`config.mk`:
```
export PLATFORM = sky130hd
export DESIGN_NAME = credit_bounded_frame_queue_unit
export DESIGN_NICKNAME = d
export VERILOG_FILES = /design/src/rtl/core/cbfq_pkg.sv /design/src/rtl/core/credit_bounded_frame_queue_unit.sv /design/src/rtl/core/cbfq_ctrl.sv /design/src/rtl/core/cbfq_datapath.sv
export SDC_FILE = /design/constraint.sdc
export NUM_CORES = 2
export LEC_CHECK = 0
export BUFFER_PORTS_ARGS = -buffer_cell sky130_fd_sc_hd__buf_2
export CORE_ASPECT_RATIO = 1.4
export CORE_MARGIN = 2
export CORE_UTILIZATION = 40
export CTS_CLUSTER_SIZE = 28
export DETAILED_ROUTE_END_ITERATION = 10
export PLACE_DENSITY = 0.68
export SLEW_MARGIN = 30
export SYNTH_ARGS = -nofsm -noshare
export SYNTH_HDL_FRONTEND = slang
export SYNTH_SLANG_ARGS = --single-unit
```
`constraint.sdc`:
```
create_clock -name clock -period 10.5 [get_ports clock]
set_input_delay 0.525 -clock clock [delete_from_list [all_inputs] [get_ports clock]]
set_output_delay 0.525 -clock clock [all_outputs]
set_load 0.05 [all_outputs]
```
`src/rtl/core/cbfq_pkg.sv`:
```
package cbfq_pkg;

   localparam int QUEUE_DEPTH_DEF = 16;

   localparam int REQ_TDATA_W  = 184;
   localparam int RSP_TDATA_W  = 152;
   localparam int HANDLE_W     = 16;
   localparam int PIXEL_W      = 16;
   localparam int STRIDE_W     = 18;
   localparam int SIZE_W       = 34;
   localparam int GEN_W        = 32;
   localparam int DIAG_W       = 16;
   localparam int FRAMES_W     = 5;
   localparam int BYTES_W      = 40;
   localparam int CSR_INDEX_W  = 1;

   localparam logic [FRAMES_W-1:0] MAX_FRAMES_RESET = 5'd16;
   localparam logic [BYTES_W-1:0]  MAX_BYTES_RESET  = 40'hFF_FFFF_FFFF;

   typedef enum logic [CSR_INDEX_W-1:0] {
      CSR_MAX_FRAMES = 1'b0,
      CSR_MAX_BYTES  = 1'b1
   } csr_index_type;

   typedef enum logic [2:0] {
      REQ_PUBLISH = 3'd0,
      REQ_TAKE    = 3'd1,
      REQ_DRAIN   = 3'd2,
      REQ_CANCEL  = 3'd3,
      REQ_FAIL    = 3'd4,
      REQ_RELEASE = 3'd5
   } req_code_type;

   typedef enum logic [3:0] {
      ST_ACCEPTED    = 4'd0,
      ST_INVALID     = 4'd1,
      ST_CLOSED      = 4'd2,
      ST_CANCELLED   = 4'd3,
      ST_FAILED      = 4'd4,
      ST_WOULD_BLOCK = 4'd5,
      ST_FRAME       = 4'd6,
      ST_EMPTY       = 4'd7,
      ST_ENDED       = 4'd8,
      ST_DONE        = 4'd9
   } status_type;

   typedef enum logic [2:0] {
      MODE_OPEN      = 3'd0,
      MODE_DRAINING  = 3'd1,
      MODE_ENDED     = 3'd2,
      MODE_CANCELLED = 3'd3,
      MODE_FAILED    = 3'd4
   } mode_type;

   typedef enum logic [1:0] {
      FSM_IDLE   = 2'd0,
      FSM_MUL    = 2'd1,
      FSM_COMMIT = 2'd2
   } fsm_state_type;

   typedef struct packed {
      logic load_req;
      logic load_prod;
      logic commit;
   } ctrl_cmd_type;

   typedef struct packed {
      logic out_free;
   } dp_status_type;

endpackage

```
`src/rtl/core/credit_bounded_frame_queue_unit.sv`:
```
// rsp_tvalid rises when the result register is loaded by the commit in FSM_COMMIT,
// after FSM_MUL; one request is handled at a time (accept, stride-times-height multiply,
//   commit with the registered descriptor-store read), and an output stall holds the commit.
// Reset (synchronous, active high): queue open, credits, pointers and counts zero,
//   limits at their defaults, no transaction taken; descriptor store not cleared.
module credit_bounded_frame_queue_unit #(
   parameter int QUEUE_DEPTH = cbfq_pkg::QUEUE_DEPTH_DEF
) (
   input  logic                              clock,
   input  logic                              reset,
   input  logic                              req_tvalid,
   output logic                              req_tready,
   // frame handle, pixel width, pixel height, row stride, byte count, buffer size,
   // format flag, fail generation, fail diag, diag flag
   input  logic [cbfq_pkg::REQ_TDATA_W-1:0]  req_tdata,
   // req_type
   input  logic [2:0]                        req_tuser,
   input  logic                              csr_valid,
   output logic                              csr_ready,
   input  logic [cbfq_pkg::CSR_INDEX_W-1:0]  csr_index,
   input  logic [cbfq_pkg::BYTES_W-1:0]      csr_data,
   output logic                              rsp_tvalid,
   input  logic                              rsp_tready,
   // out_handle, out_bytes, out_fail_generation, out_fail_diag, queue_mode,
   // frames_outstanding, bytes_outstanding, zero pad
   output logic [cbfq_pkg::RSP_TDATA_W-1:0]  rsp_tdata,
   // status
   output logic [3:0]                        rsp_tuser
);

   cbfq_pkg::ctrl_cmd_type  cmd;
   cbfq_pkg::dp_status_type dp_status;

   assign csr_ready = !reset;

   cbfq_ctrl u_ctrl (
      .clock      (clock),
      .reset      (reset),
      .req_tvalid (req_tvalid),
      .req_tready (req_tready),
      .dp_status  (dp_status),
      .cmd        (cmd)
   );

   cbfq_datapath #(
      .QUEUE_DEPTH (QUEUE_DEPTH)
   ) u_datapath (
      .clock      (clock),
      .reset      (reset),
      .req_tdata  (req_tdata),
      .req_tuser  (req_tuser),
      .csr_valid  (csr_valid),
      .csr_index  (csr_index),
      .csr_data   (csr_data),
      .rsp_tvalid (rsp_tvalid),
      .rsp_tready (rsp_tready),
      .rsp_tdata  (rsp_tdata),
      .rsp_tuser  (rsp_tuser),
      .cmd        (cmd),
      .dp_status  (dp_status)
   );

   a_commit_slot_free: assert property (@(posedge clock) disable iff (reset)
      cmd.commit |-> (!rsp_tvalid || rsp_tready))
      else $error("commit while result register is still occupied");

   a_commit_shows_result: assert property (@(posedge clock) disable iff (reset)
      cmd.commit |=> rsp_tvalid)
      else $error("committed result not presented");

   a_one_in_flight: assert property (@(posedge clock) disable iff (reset)
      (req_tvalid && req_tready) |=> !req_tready)
      else $error("second request accepted while one is in flight");

   a_commit_after_multiply: assert property (@(posedge clock) disable iff (reset)
      cmd.commit |-> ($past(cmd.load_prod) || $past(cmd.commit) == 1'b0))
      else $error("commit without a preceding multiply");

endmodule

```
`src/rtl/core/cbfq_ctrl.sv`:
```
module cbfq_ctrl (
   input  logic                   clock,
   input  logic                   reset,
   input  logic                   req_tvalid,
   output logic                   req_tready,
   input  cbfq_pkg::dp_status_type dp_status,
   output cbfq_pkg::ctrl_cmd_type  cmd
);

   cbfq_pkg::fsm_state_type state_ff, state_in;

   always_ff @(posedge clock) begin
      if (reset) begin
         state_ff <= cbfq_pkg::FSM_IDLE;
      end else begin
         state_ff <= state_in;
      end
   end

   always_comb begin
      state_in = state_ff;
      unique case (state_ff)
         cbfq_pkg::FSM_IDLE: begin
            if (req_tvalid) state_in = cbfq_pkg::FSM_MUL;
         end
         cbfq_pkg::FSM_MUL: begin
            state_in = cbfq_pkg::FSM_COMMIT;
         end
         cbfq_pkg::FSM_COMMIT: begin
            if (dp_status.out_free) state_in = cbfq_pkg::FSM_IDLE;
         end
         default: begin
            state_in = cbfq_pkg::FSM_IDLE;
         end
      endcase
   end

   always_comb begin
      req_tready    = 1'b0;
      cmd.load_req  = 1'b0;
      cmd.load_prod = 1'b0;
      cmd.commit    = 1'b0;
      unique case (state_ff)
         cbfq_pkg::FSM_IDLE: begin
            req_tready   = !reset;
            cmd.load_req = req_tvalid && !reset;
         end
         cbfq_pkg::FSM_MUL: begin
            cmd.load_prod = 1'b1;
         end
         cbfq_pkg::FSM_COMMIT: begin
            cmd.commit = dp_status.out_free;
         end
         default: begin
            req_tready = 1'b0;
         end
      endcase
   end

endmodule

```
`src/rtl/core/cbfq_datapath.sv`:
```
module cbfq_datapath #(
   parameter int QUEUE_DEPTH = cbfq_pkg::QUEUE_DEPTH_DEF
) (
   input  logic                                clock,
   input  logic                                reset,
   input  logic [cbfq_pkg::REQ_TDATA_W-1:0]    req_tdata,
   input  logic [2:0]                          req_tuser,
   input  logic                                csr_valid,
   input  logic [cbfq_pkg::CSR_INDEX_W-1:0]    csr_index,
   input  logic [cbfq_pkg::BYTES_W-1:0]        csr_data,
   output logic                                rsp_tvalid,
   input  logic                                rsp_tready,
   output logic [cbfq_pkg::RSP_TDATA_W-1:0]    rsp_tdata,
   output logic [3:0]                          rsp_tuser,
   input  cbfq_pkg::ctrl_cmd_type              cmd,
   output cbfq_pkg::dp_status_type             dp_status
);

   localparam int PTR_W = (QUEUE_DEPTH > 1) ? $clog2(QUEUE_DEPTH) : 1;
   localparam int CNT_W = $clog2(QUEUE_DEPTH + 1);
   localparam int QB_W  = cbfq_pkg::SIZE_W + CNT_W;
   localparam int CMP_W = (QB_W > cbfq_pkg::BYTES_W) ? QB_W : cbfq_pkg::BYTES_W;
   localparam int HW    = cbfq_pkg::HANDLE_W;
   localparam int SW    = cbfq_pkg::SIZE_W;
   localparam int BW    = cbfq_pkg::BYTES_W;
   localparam int FW    = cbfq_pkg::FRAMES_W;
   localparam int GW    = cbfq_pkg::GEN_W;
   localparam int DW    = cbfq_pkg::DIAG_W;

   // configuration
   logic [FW-1:0] max_frames_ff;
   logic [BW-1:0] max_bytes_ff;

   // latched request
   cbfq_pkg::req_code_type        req_type_ff;
   logic [HW-1:0]                 handle_ff;
   logic [cbfq_pkg::PIXEL_W-1:0]  width_ff, height_ff;
   logic [cbfq_pkg::STRIDE_W-1:0] stride_ff;
   logic [SW-1:0]                 vbytes_ff, buf_ff;
   logic                          format_ok_ff, diag_ok_ff;
   logic [GW-1:0]                 gen_ff;
   logic [DW-1:0]                 diag_ff;
   logic [SW-1:0]                 prod_ff;

   // queue state
   cbfq_pkg::mode_type mode_ff, mode_in;
   logic [FW-1:0]      frame_ff, frame_in;
   logic [BW-1:0]      used_ff, used_in;
   logic [QB_W-1:0]    qbytes_ff, qbytes_in;
   logic [CNT_W-1:0]   queued_ff, queued_in;
   logic [PTR_W-1:0]   rptr_ff, rptr_in, wptr_ff, wptr_in;
   logic [GW-1:0]      sgen_ff, sgen_in;
   logic [DW-1:0]      sdiag_ff, sdiag_in;

   // descriptor store
   logic [HW-1:0] handle_mem [QUEUE_DEPTH];
   logic [SW-1:0] size_mem [QUEUE_DEPTH];
   logic [HW-1:0] rd_handle_ff;
   logic [SW-1:0] rd_size_ff;
   logic          mem_we;

   // result register
   logic                 rsp_valid_ff;
   cbfq_pkg::status_type status_ff, status_c;
   logic [HW-1:0]        oh_ff, oh_c;
   logic [SW-1:0]        ob_ff, ob_c;
   logic [GW-1:0]        og_ff, og_c;
   logic [DW-1:0]        od_ff, od_c;

   logic shape_bad, frames_full, bytes_full;
   logic [FW-1:0] drop_frame;
   logic [BW-1:0] drop_bytes;
   logic [BW-1:0] rel_bytes;
   logic [PTR_W-1:0] rptr_next, wptr_next;

   always_ff @(posedge clock) begin
      if (reset) begin
         max_frames_ff <= cbfq_pkg::MAX_FRAMES_RESET;
         max_bytes_ff  <= cbfq_pkg::MAX_BYTES_RESET;
      end else if (csr_valid) begin
         unique case (cbfq_pkg::csr_index_type'(csr_index))
            cbfq_pkg::CSR_MAX_FRAMES: max_frames_ff <= csr_data[FW-1:0];
            cbfq_pkg::CSR_MAX_BYTES:  max_bytes_ff  <= csr_data;
            default: max_bytes_ff <= max_bytes_ff;
         endcase
      end
   end

   always_ff @(posedge clock) begin
      if (cmd.load_req) begin
         req_type_ff  <= cbfq_pkg::req_code_type'(req_tuser);
         handle_ff    <= req_tdata[15:0];
         width_ff     <= req_tdata[31:16];
         height_ff    <= req_tdata[47:32];
         stride_ff    <= req_tdata[65:48];
         vbytes_ff    <= req_tdata[99:66];
         buf_ff       <= req_tdata[133:100];
         format_ok_ff <= req_tdata[134];
         gen_ff       <= req_tdata[166:135];
         diag_ff      <= req_tdata[182:167];
         diag_ok_ff   <= req_tdata[183];
      end
      if (cmd.load_prod) begin
         prod_ff <= SW'(stride_ff) * SW'(height_ff);
      end
   end

   always_ff @(posedge clock) begin
      if (mem_we) begin
         handle_mem[wptr_ff] <= handle_ff;
         size_mem[wptr_ff]   <= vbytes_ff;
      end
      rd_handle_ff <= handle_mem[rptr_ff];
      rd_size_ff   <= size_mem[rptr_ff];
   end

   assign rptr_next = (rptr_ff == PTR_W'(QUEUE_DEPTH - 1)) ? '0 : rptr_ff + 1'b1;
   assign wptr_next = (wptr_ff == PTR_W'(QUEUE_DEPTH - 1)) ? '0 : wptr_ff + 1'b1;
   assign rel_bytes = BW'(vbytes_ff);

   always_comb begin
      shape_bad = (width_ff == '0) || (height_ff == '0) || (buf_ff == '0)
                  || (stride_ff < {width_ff, 2'b00}) || (vbytes_ff != prod_ff)
                  || (vbytes_ff > buf_ff) || !format_ok_ff
                  || (max_frames_ff == '0) || (max_bytes_ff == '0);
      frames_full = (frame_ff >= max_frames_ff)
                    || (32'(frame_ff) >= 32'(QUEUE_DEPTH))
                    || (queued_ff == CNT_W'(QUEUE_DEPTH));
      bytes_full  = ((BW+1)'(used_ff) + (BW+1)'(vbytes_ff)) > (BW+1)'(max_bytes_ff);
      drop_frame  = (32'(queued_ff) > 32'(frame_ff)) ? '0 : frame_ff - FW'(queued_ff);
      drop_bytes  = (CMP_W'(qbytes_ff) > CMP_W'(used_ff)) ? '0
                    : used_ff - BW'(qbytes_ff);
   end

   always_comb begin
      mode_in   = mode_ff;
      frame_in  = frame_ff;
      used_in   = used_ff;
      qbytes_in = qbytes_ff;
      queued_in = queued_ff;
      rptr_in   = rptr_ff;
      wptr_in   = wptr_ff;
      sgen_in   = sgen_ff;
      sdiag_in  = sdiag_ff;
      mem_we    = 1'b0;
      status_c  = cbfq_pkg::ST_INVALID;
      oh_c      = '0;
      ob_c      = '0;
      og_c      = '0;
      od_c      = '0;
      case (req_type_ff)
         cbfq_pkg::REQ_PUBLISH: begin
            if (shape_bad) begin
               status_c = cbfq_pkg::ST_INVALID;
            end else begin
               case (mode_ff) inside
                  cbfq_pkg::MODE_OPEN: begin
                     if (frames_full || bytes_full) begin
                        status_c = cbfq_pkg::ST_WOULD_BLOCK;
                     end else begin
                        status_c  = cbfq_pkg::ST_ACCEPTED;
                        mem_we    = cmd.commit;
                        wptr_in   = wptr_next;
                        queued_in = queued_ff + 1'b1;
                        frame_in  = frame_ff + 1'b1;
                        used_in   = used_ff + BW'(vbytes_ff);
                        qbytes_in = qbytes_ff + QB_W'(vbytes_ff);
                     end
                  end
                  cbfq_pkg::MODE_DRAINING, cbfq_pkg::MODE_ENDED:
                     status_c = cbfq_pkg::ST_CLOSED;
                  cbfq_pkg::MODE_CANCELLED:
                     status_c = cbfq_pkg::ST_CANCELLED;
                  default:
                     status_c = cbfq_pkg::ST_FAILED;
               endcase
            end
         end
         cbfq_pkg::REQ_TAKE: begin
            if (queued_ff != '0) begin
               status_c  = cbfq_pkg::ST_FRAME;
               oh_c      = rd_handle_ff;
               ob_c      = rd_size_ff;
               rptr_in   = rptr_next;
               queued_in = queued_ff - 1'b1;
               qbytes_in = qbytes_ff - QB_W'(rd_size_ff);
            end else begin
               case (mode_ff) inside
                  cbfq_pkg::MODE_OPEN, cbfq_pkg::MODE_DRAINING:
                     status_c = cbfq_pkg::ST_EMPTY;
                  cbfq_pkg::MODE_ENDED:
                     status_c = cbfq_pkg::ST_ENDED;
                  cbfq_pkg::MODE_CANCELLED:
                     status_c = cbfq_pkg::ST_CANCELLED;
                  default: begin
                     status_c = cbfq_pkg::ST_FAILED;
                     og_c     = sgen_ff;
                     od_c     = sdiag_ff;
                  end
               endcase
            end
         end
         cbfq_pkg::REQ_DRAIN: begin
            status_c = cbfq_pkg::ST_DONE;
            if (mode_ff == cbfq_pkg::MODE_OPEN) begin
               mode_in = (frame_ff == '0) ? cbfq_pkg::MODE_ENDED : cbfq_pkg::MODE_DRAINING;
            end
         end
         cbfq_pkg::REQ_CANCEL: begin
            status_c = cbfq_pkg::ST_DONE;
            if (mode_ff == cbfq_pkg::MODE_OPEN || mode_ff == cbfq_pkg::MODE_DRAINING) begin
               mode_in   = cbfq_pkg::MODE_CANCELLED;
               frame_in  = drop_frame;
               used_in   = drop_bytes;
               qbytes_in = '0;
               queued_in = '0;
               wptr_in   = rptr_ff;
            end
         end
         cbfq_pkg::REQ_FAIL: begin
            status_c = cbfq_pkg::ST_DONE;
            if ((mode_ff == cbfq_pkg::MODE_OPEN || mode_ff == cbfq_pkg::MODE_DRAINING)
                && (gen_ff != '0) && diag_ok_ff) begin
               mode_in   = cbfq_pkg::MODE_FAILED;
               sgen_in   = gen_ff;
               sdiag_in  = diag_ff;
               frame_in  = drop_frame;
               used_in   = drop_bytes;
               qbytes_in = '0;
               queued_in = '0;
               wptr_in   = rptr_ff;
            end
         end
         cbfq_pkg::REQ_RELEASE: begin
            if ((frame_ff == '0) || (rel_bytes > used_ff)) begin
               status_c = cbfq_pkg::ST_INVALID;
            end else begin
               status_c = cbfq_pkg::ST_ACCEPTED;
               frame_in = frame_ff - 1'b1;
               used_in  = used_ff - rel_bytes;
               if (mode_ff == cbfq_pkg::MODE_DRAINING && frame_ff == FW'(1)) begin
                  mode_in = cbfq_pkg::MODE_ENDED;
               end
            end
         end
         default: begin
            status_c = cbfq_pkg::ST_INVALID;
         end
      endcase
   end

   always_ff @(posedge clock) begin
      if (reset) begin
         mode_ff      <= cbfq_pkg::MODE_OPEN;
         frame_ff     <= '0;
         used_ff      <= '0;
         qbytes_ff    <= '0;
         queued_ff    <= '0;
         rptr_ff      <= '0;
         wptr_ff      <= '0;
         sgen_ff      <= '0;
         sdiag_ff     <= '0;
         rsp_valid_ff <= 1'b0;
      end else begin
         if (cmd.commit) begin
            mode_ff   <= mode_in;
            frame_ff  <= frame_in;
            used_ff   <= used_in;
            qbytes_ff <= qbytes_in;
            queued_ff <= queued_in;
            rptr_ff   <= rptr_in;
            wptr_ff   <= wptr_in;
            sgen_ff   <= sgen_in;
            sdiag_ff  <= sdiag_in;
         end
         if (cmd.commit) begin
            rsp_valid_ff <= 1'b1;
         end else if (rsp_tready) begin
            rsp_valid_ff <= 1'b0;
         end
      end
   end

   always_ff @(posedge clock) begin
      if (cmd.commit) begin
         status_ff <= status_c;
         oh_ff     <= oh_c;
         ob_ff     <= ob_c;
         og_ff     <= og_c;
         od_ff     <= od_c;
      end
   end

   assign dp_status.out_free = !rsp_valid_ff || rsp_tready;
   assign rsp_tvalid = rsp_valid_ff;
   assign rsp_tuser  = status_ff;
   assign rsp_tdata  = {6'b0, used_ff, frame_ff, mode_ff, od_ff, og_ff, ob_ff, oh_ff};

endmodule
```
# After elaboration in Yosys (flattened, before gate mapping)

Memories as Yosys holds them, arrays and structs flattened. A register that Yosys moved wholly into a read port is not among the register bits.
Cells that the tools add are included.

Add/subtract/negate cells: 13
$mul: 1
Divide/modulo/power cells: 0
$lt $le $gt $ge: 8
Equality and inequality tests: 26
Shifts and indexed selects: 0
Mux-type cells: 70
Bitwise gates (word level): 2
Reduce and logical (&&, ||, !) cells: 51

Operators with widths:

| operator                         | number |
|---|---|
| two-way mux 40 bit               | 7 |
| two-way mux 39 bit               | 6 |
| case mux 40 bit (4 select lines) | 1 |
| case mux 39 bit (4 select lines) | 1 |
| two-way mux 5 bit                | 13 |
| two-way mux 4 bit                | 13 |
| adder 40 x 34 -> 41 bit          | 1 |
| > comparator 41 x 40 -> 1 bit    | 1 |
| adder 40 x 34 -> 40 bit          | 1 |
| > comparator 34 x 40 -> 1 bit    | 1 |
| > comparator 39 x 40 -> 1 bit    | 1 |
| logical NOT 40 bit               | 1 |
| case mux 5 bit (4 select lines)  | 2 |
| subtractor 40 x 34 -> 40 bit     | 1 |
| subtractor 40 x 39 -> 40 bit     | 1 |
| adder 39 x 34 -> 39 bit          | 1 |
| subtractor 39 x 34 -> 39 bit     | 1 |
| > comparator 34 bit              | 1 |
| logical NOT 34 bit               | 1 |
| multiplier 18 x 16 -> 34 bit     | 1 |
| != test 34 bit                   | 1 |
| logical NOT 16 bit               | 2 |
| nonzero test 32 bit              | 1 |
| two-way mux 3 bit                | 7 |
| 42 further kinds                 | 104 |

Flip-flop bits (word level): 519
Bits in latches: 0
Bits in writable memories: 800
ROM bits: 0
Input port bits: 233
Output and inout port bits: 159
Logic and storage cells: 203
Memories kept: 2

Memories:

| memory                | depth | bits a word | read ports | clocked after Yosys merged registers in | wr ports | line                | source |
|---|---|---|---|---|---|---|---|
| u_datapath.size_mem   | 16    | 34          | 1          | 1                                       | 1        | cbfq_datapath.sv:57 | `logic [SW-1:0] size_mem [QUEUE_DEPTH];` |
| u_datapath.handle_mem | 16    | 16          | 1          | 1                                       | 1        | cbfq_datapath.sv:56 | `logic [HW-1:0] handle_mem [QUEUE_DEPTH];` |

# Logic depth before layout (Yosys ltp)

Word-level depth: 13
Mapped depth: 26
Mapped depth without buffers: 25

# By module

A second synthesis with hierarchy kept.

Cell total of the unflattened synthesis: 5548
Area total of the unflattened synthesis: 71658.7 sq um

By module, submodules not included:

| module                          | times used | cells an instance | area each (sq um) |
|---|---|---|---|
| cbfq_datapath                   | 1          | 5537              | 71552.4 |
| cbfq_ctrl                       | 1          | 10                | 102.6 |
| credit_bounded_frame_queue_unit | 1          | 1                 | 3.8 |

# Least setup slack after synthesis

OpenSTA, ideal clock, no wires.

Kind: register -> register
Start point: register u_datapath.vbytes_ff[12]
End point: memory u_datapath.handle_mem[0][0] in the netlist's numbering (enable)
Setup time: 582 ps
Arrival: 10208 ps
Required time: 9918 ps
Path slack: -290 ps
Stages on the path, launching flop included: 22
Buffers on the path: 1
Cell sequence: edfxtp_1 > inv_1 > ha_1 > clkbuf_1 > or2_2 > or4_1 > a2111oi_0 > o21ai_0 > nor3b_2 > o31ai_1 > a21o_1 > xor2_1 > ha_1 > a21o_1 > a21o_1 > a211oi_1 > o221ai_1 > a211oi_1 > o211ai_1 > a211oi_1 > nand4b_1 > nor4_1

Longest elaborated chain between the ends: 10

RTL lines:

| element                                                                         | line                 | source |
|---|---|---|
| start, declared                                                                 | cbfq_datapath.sv:39  | `logic [SW-1:0] vbytes_ff, buf_ff;` |
| start signal, assigned                                                          | cbfq_datapath.sv:96  | `vbytes_ff <= req_tdata[99:66];` |
| parallel branches: the longest is 6 deep, another holds adder 40 x 34 -> 41 bit | -                    |  |
| two-way mux 1 bit *                                                             | cbfq_datapath.sv:153 | `if (shape_bad) begin` |
| two-way mux 1 bit *                                                             | cbfq_datapath.sv:151 | `case (req_type_ff)` |
| two-way mux 1 bit *                                                             | cbfq_datapath.sv:109 | `if (mem_we) begin` |
| two-way mux 1 bit (implied by the code) *                                       | cbfq_datapath.sv:110 | `handle_mem[wptr_ff] <= handle_ff;` |
| end, declared                                                                   | cbfq_datapath.sv:56  |  |

Mark *: on every way between the ends.

# Worst setup path in the final report

Start point: register u_datapath.vbytes_ff[3]
End point: memory u_datapath.size_mem[11][11] in the netlist's numbering (enable)

Longest elaborated chain between the ends: 10

RTL lines:

| element                                                                         | line                 | source |
|---|---|---|
| parallel branches: the longest is 6 deep, another holds adder 40 x 34 -> 41 bit | -                    |  |
| two-way mux 1 bit *                                                             | cbfq_datapath.sv:153 |  |
| two-way mux 1 bit *                                                             | cbfq_datapath.sv:151 |  |
| two-way mux 1 bit *                                                             | cbfq_datapath.sv:109 |  |
| two-way mux 1 bit (implied by the code) *                                       | cbfq_datapath.sv:111 | `size_mem[wptr_ff] <= vbytes_ff;` |
| end, declared                                                                   | cbfq_datapath.sv:57  |  |

Marks and branches as above.

==> metrics list <==
* Final std cells w/o fill: 8,579
* Clock latency of the later-clocked register in the worst-skew pair: a little over 0.8 ns
* Clock-pin slew reported for the worst setup and hold paths after clock tree synthesis: 0.06 ns
- Summing all flip-flop and latch instances after layout gives ~0.039 mm².
* Routed Antenna Nets: 0
* Synthesized area per cell: between 10 and 15 µm²
- Data arrival time of the critical path: between 9 and 10 ns
- The net count of the finished layout is 6,959.
- Count of vias placed by the detailed router: approximately 49,000
- TritonCTS clock tree: yes
- Starting DRT DRC Count: 4,592
- Result of the run: completed
* Most common cell after layout, fill and taps aside: edfxtp_1
* Combined area of the multi-input logic cells: 0.0300 mm²
- The first detailed-routing pass ran for 6 iterations.
* Maximum number of pins on one net before global-route repair: 99
- Worst slew pin tran: about 1.0 ns
- Yosys warning total: 0
- Prevailing post-synth register cell: edfxtp_1
* Buffers added on ports: 385
* Total gr overflow: 0
* Setup repair after global routing missed its margin: false
- Clock tree root buffer cell: clkbuf_16
- Summed over all layers, the routed wires come to 222,000 µm.
- For this design the static power due to leakage is about 0.032 µW.
- Of the available clock period, the critical path in the final layout requires 0.890.
- The max-slew violation count came to 0.
* Commonest cells after routing, fill and taps aside: edfxtp_1 (1,123), inv_1 (520), nand2_1 (423)
- P per Cell Area: between 150 and 200 mW/mm²
- In this run the worst hold path is classified as in2reg.
- The mapped netlist covers 0.0715 mm².
* Design Power: 15,000 µW
* Setup WS post-layout: 1.15 ns
- Along the worst path, the maximum fanout reaches 37.
- Routed length per placed instance: 25.9 µm
* Average vias per placed instance: approximately 5.7
- The worst pin sits at a relative slew slack of 0.300.
- The via count of the first global-routing pass came to ~49,000.
- Count of endpoints failing setup in the final report: 0
- Counting the buffers created by CTS gives 138.
- Kind of start point of the critical path: flip-flop
* Final Critical Period: between 9 and 10 ns
- Number of max-cap violations: 0
- ~400 I/O pins were placed.
- In this run the register-to-register setup slack is 1.15 ns.
- Initial core utilization: 0.403
- For this run, the total global-route usage over all layers was measured as 0.241.
- The number of failing hold endpoints at the final stage came to 0.
* Die Outline Area: 0.182 mm²
- Post-synth EDFFs: 1,123
- Compared with the post-synthesis result, the final layout area differs by 16.6%.
* Element type at the critical path end: flip-flop
* Register area share after synthesis: 0.540
- Antenna violations before repair: 24
* Share of layout cells above drive strength 1: 0.163
* HPWL after detailed placement: 153,000 µm
- Cells after synthesis: between 5,000 and 6,000
- Worst setup slack before clock tree synthesis: 1.23 ns
* Number of instances in the placed design: about 8,100
- Width of the die: roughly 360 µm
* FFs w/ async S/R, synth: 0
- With fillers left out, the area of the finished cells amounts to roughly 0.083 mm².
- First-pass GRT wire length: 325,000 µm
- Core Box Area: between 0.15 and 0.2 mm²
- Fill cell count: 15,600
- Critical path type: reg2reg
- IR analysis of the VDD net gives a maximum drop of between 0.15 and 0.2 mV.
* Required time at the worst-slack endpoint: 10.99 ns
- Measured along the y axis, the die boundary spans 504 µm.
* Clock skew after layout: 0.0666 ns
* Number of distinct standard cells referenced by the synthesized netlist: between 90 and 100
- The clock passes through at most 3 buffers.
* Placement Cell Area: roughly 0.076 mm²
- The tree built by TritonCTS fans out to 1,369 sinks.
- CTS HTree Levels: 4
- Achievable clock frequency: 107 MHz
* Count of state elements after synthesis: roughly 1,400
* Post-route core utilization: 0.469
- In this run the core area contains around 180 standard-cell rows.
- Post-route DRC violation count: 0
- Routability-driven placement finished with a final weighted congestion of 0.938.
## report_power, final
part | switching [µW] | total [µW] | internal [µW] | leakage (µW)
logic | 2040 | 3600 | 1560 | 0.0178
registers | 131 | 6250 | 6120 | 0.0123
clock network | 2260 | 5140 | 2890 | 0.00230
total | 4420 | 15000 | 10600 | 0.0324
## layout make-up
cell class,instances,share of cell area
Antenna cell,15,0.000450
Clock buffer,173,0.0444
Clock inverter,83,0.0127
Inverter,523,0.0236
Multi-Input combinational cell,3399,0.360
Sequential cell,1369,0.464
Tap cell,2312,0.0347
Timing Repair Buffer,705,0.0608
## worst paths after layout
check	depth (start not counted)	to	from
hold reg to reg	2	u_datapath.qbytes_ff[19]	u_datapath.qbytes_ff[19]
setup reg to reg	23	u_datapath.size_mem[11][11]	u_datapath.vbytes_ff[3]
hold / removal	3	u_datapath.max_bytes_ff[37]	csr_data[37]
setup / recovery	23	u_datapath.size_mem[11][11]	u_datapath.vbytes_ff[3]
## cell families after synthesis
family | after synthesis | share of synthesized area
fa+ha+maj | 590 | 0.127
buf+inv | 790 | 0.0430
xor+xnor | 210 | 0.0257
other cells | 1 | 0.0000524
compound gates | 896 | 0.0823
simple gates | 1386 | 0.0941
mux | 311 | 0.0873
flops | 1369 | 0.540
## per-layer routing
metal,wire (µm),global-route usage,part of all wire,vias up
li1,-,-,-,21500
met1,85700,0.294,0.39,24600
met2,110000,0.416,0.50,2013
met3,15200,0.0434,0.069,466
met4,10600,0.107,0.048,16
met5,102,0,0.00046,-
## through the flow
step           setup TNS (ns)  hold WS, ns
6_report                    0       0.0319
3_3_place_gp                0        0.457
5_1_grt                     0       0.0144
4_1_cts                     0      0.00565
3_5_place_dp                0        0.466
2_1_floorplan          -58.01        0.449
## synth_stat cells (48+ instances only)
master,n,area share
a211oi_1,51,0.0054
a21o_1,79,0.0083
a21oi_1,263,0.018
and2_1,157,0.014
and3_1,71,0.0062
clkbuf_1,209,0.011
dfxtp_1,246,0.069
edfxtp_1,1123,0.47
fa_1,228,0.064
ha_1,362,0.063
inv_1,522,0.027
mux2i_1,61,0.0085
mux4_2,250,0.079
nand2_1,427,0.022
nand3_1,132,0.0092
nand4_1,48,0.0042
nor2_1,276,0.014
nor3_1,80,0.0056
nor4_1,63,0.0055
o21ai_0,170,0.012
xnor2_1,153,0.019
xor2_1,57,0.0070
## state kept, by name, indices dropped and copies added (netlist names), 16 cells and up
register,cells
u_datapath.rd_size_ff,34
u_datapath.qbytes_ff,39
u_datapath.sdiag_ff,16
u_datapath.used_ff,40
u_datapath.buf_ff,34
u_datapath.od_ff,16
u_datapath.width_ff,16
u_datapath.max_bytes_ff,40
u_datapath.diag_ff,16
u_datapath.prod_ff,34
u_datapath.stride_ff,18
u_datapath.gen_ff,32
u_datapath.oh_ff,16
u_datapath.handle_ff,16
u_datapath.vbytes_ff,34
u_datapath.rd_handle_ff,16
u_datapath.sgen_ff,32
u_datapath.handle_mem,256
u_datapath.size_mem,544
u_datapath.ob_ff,34
u_datapath.og_ff,32
u_datapath.height_ff,16
## repair_timing
item / CTS / global route
endpoints found under the hold margin: 226 / 0
buffers inserted: 0 / 0
hold buffers: 222 / 0
resized for setup: 0 / 0
## worst max-delay path: stages, from the launching register on
cell	delay (ns)
edfxtp_1	0.85
inv_1	0.21
ha_1	0.40
inv_1	0.18
o221ai_1	0.23
a211oi_1	0.62
o21ai_0	0.37
nor3b_2	0.31
o31ai_1	0.66
a21o_1	0.29
xor2_1	0.21
ha_1	0.28
a21o_1	0.16
a21o_1	0.17
a211oi_1	0.40
o221ai_1	0.20
a211oi_1	0.42
o211ai_1	0.31
a211oi_1	0.90
nand4b_1	0.20
buf_4	0.25
or3b_1	0.53
nor2_4	0.51
buf_12	0.31
Note: power is estimated with default switching activity, not from simulation.
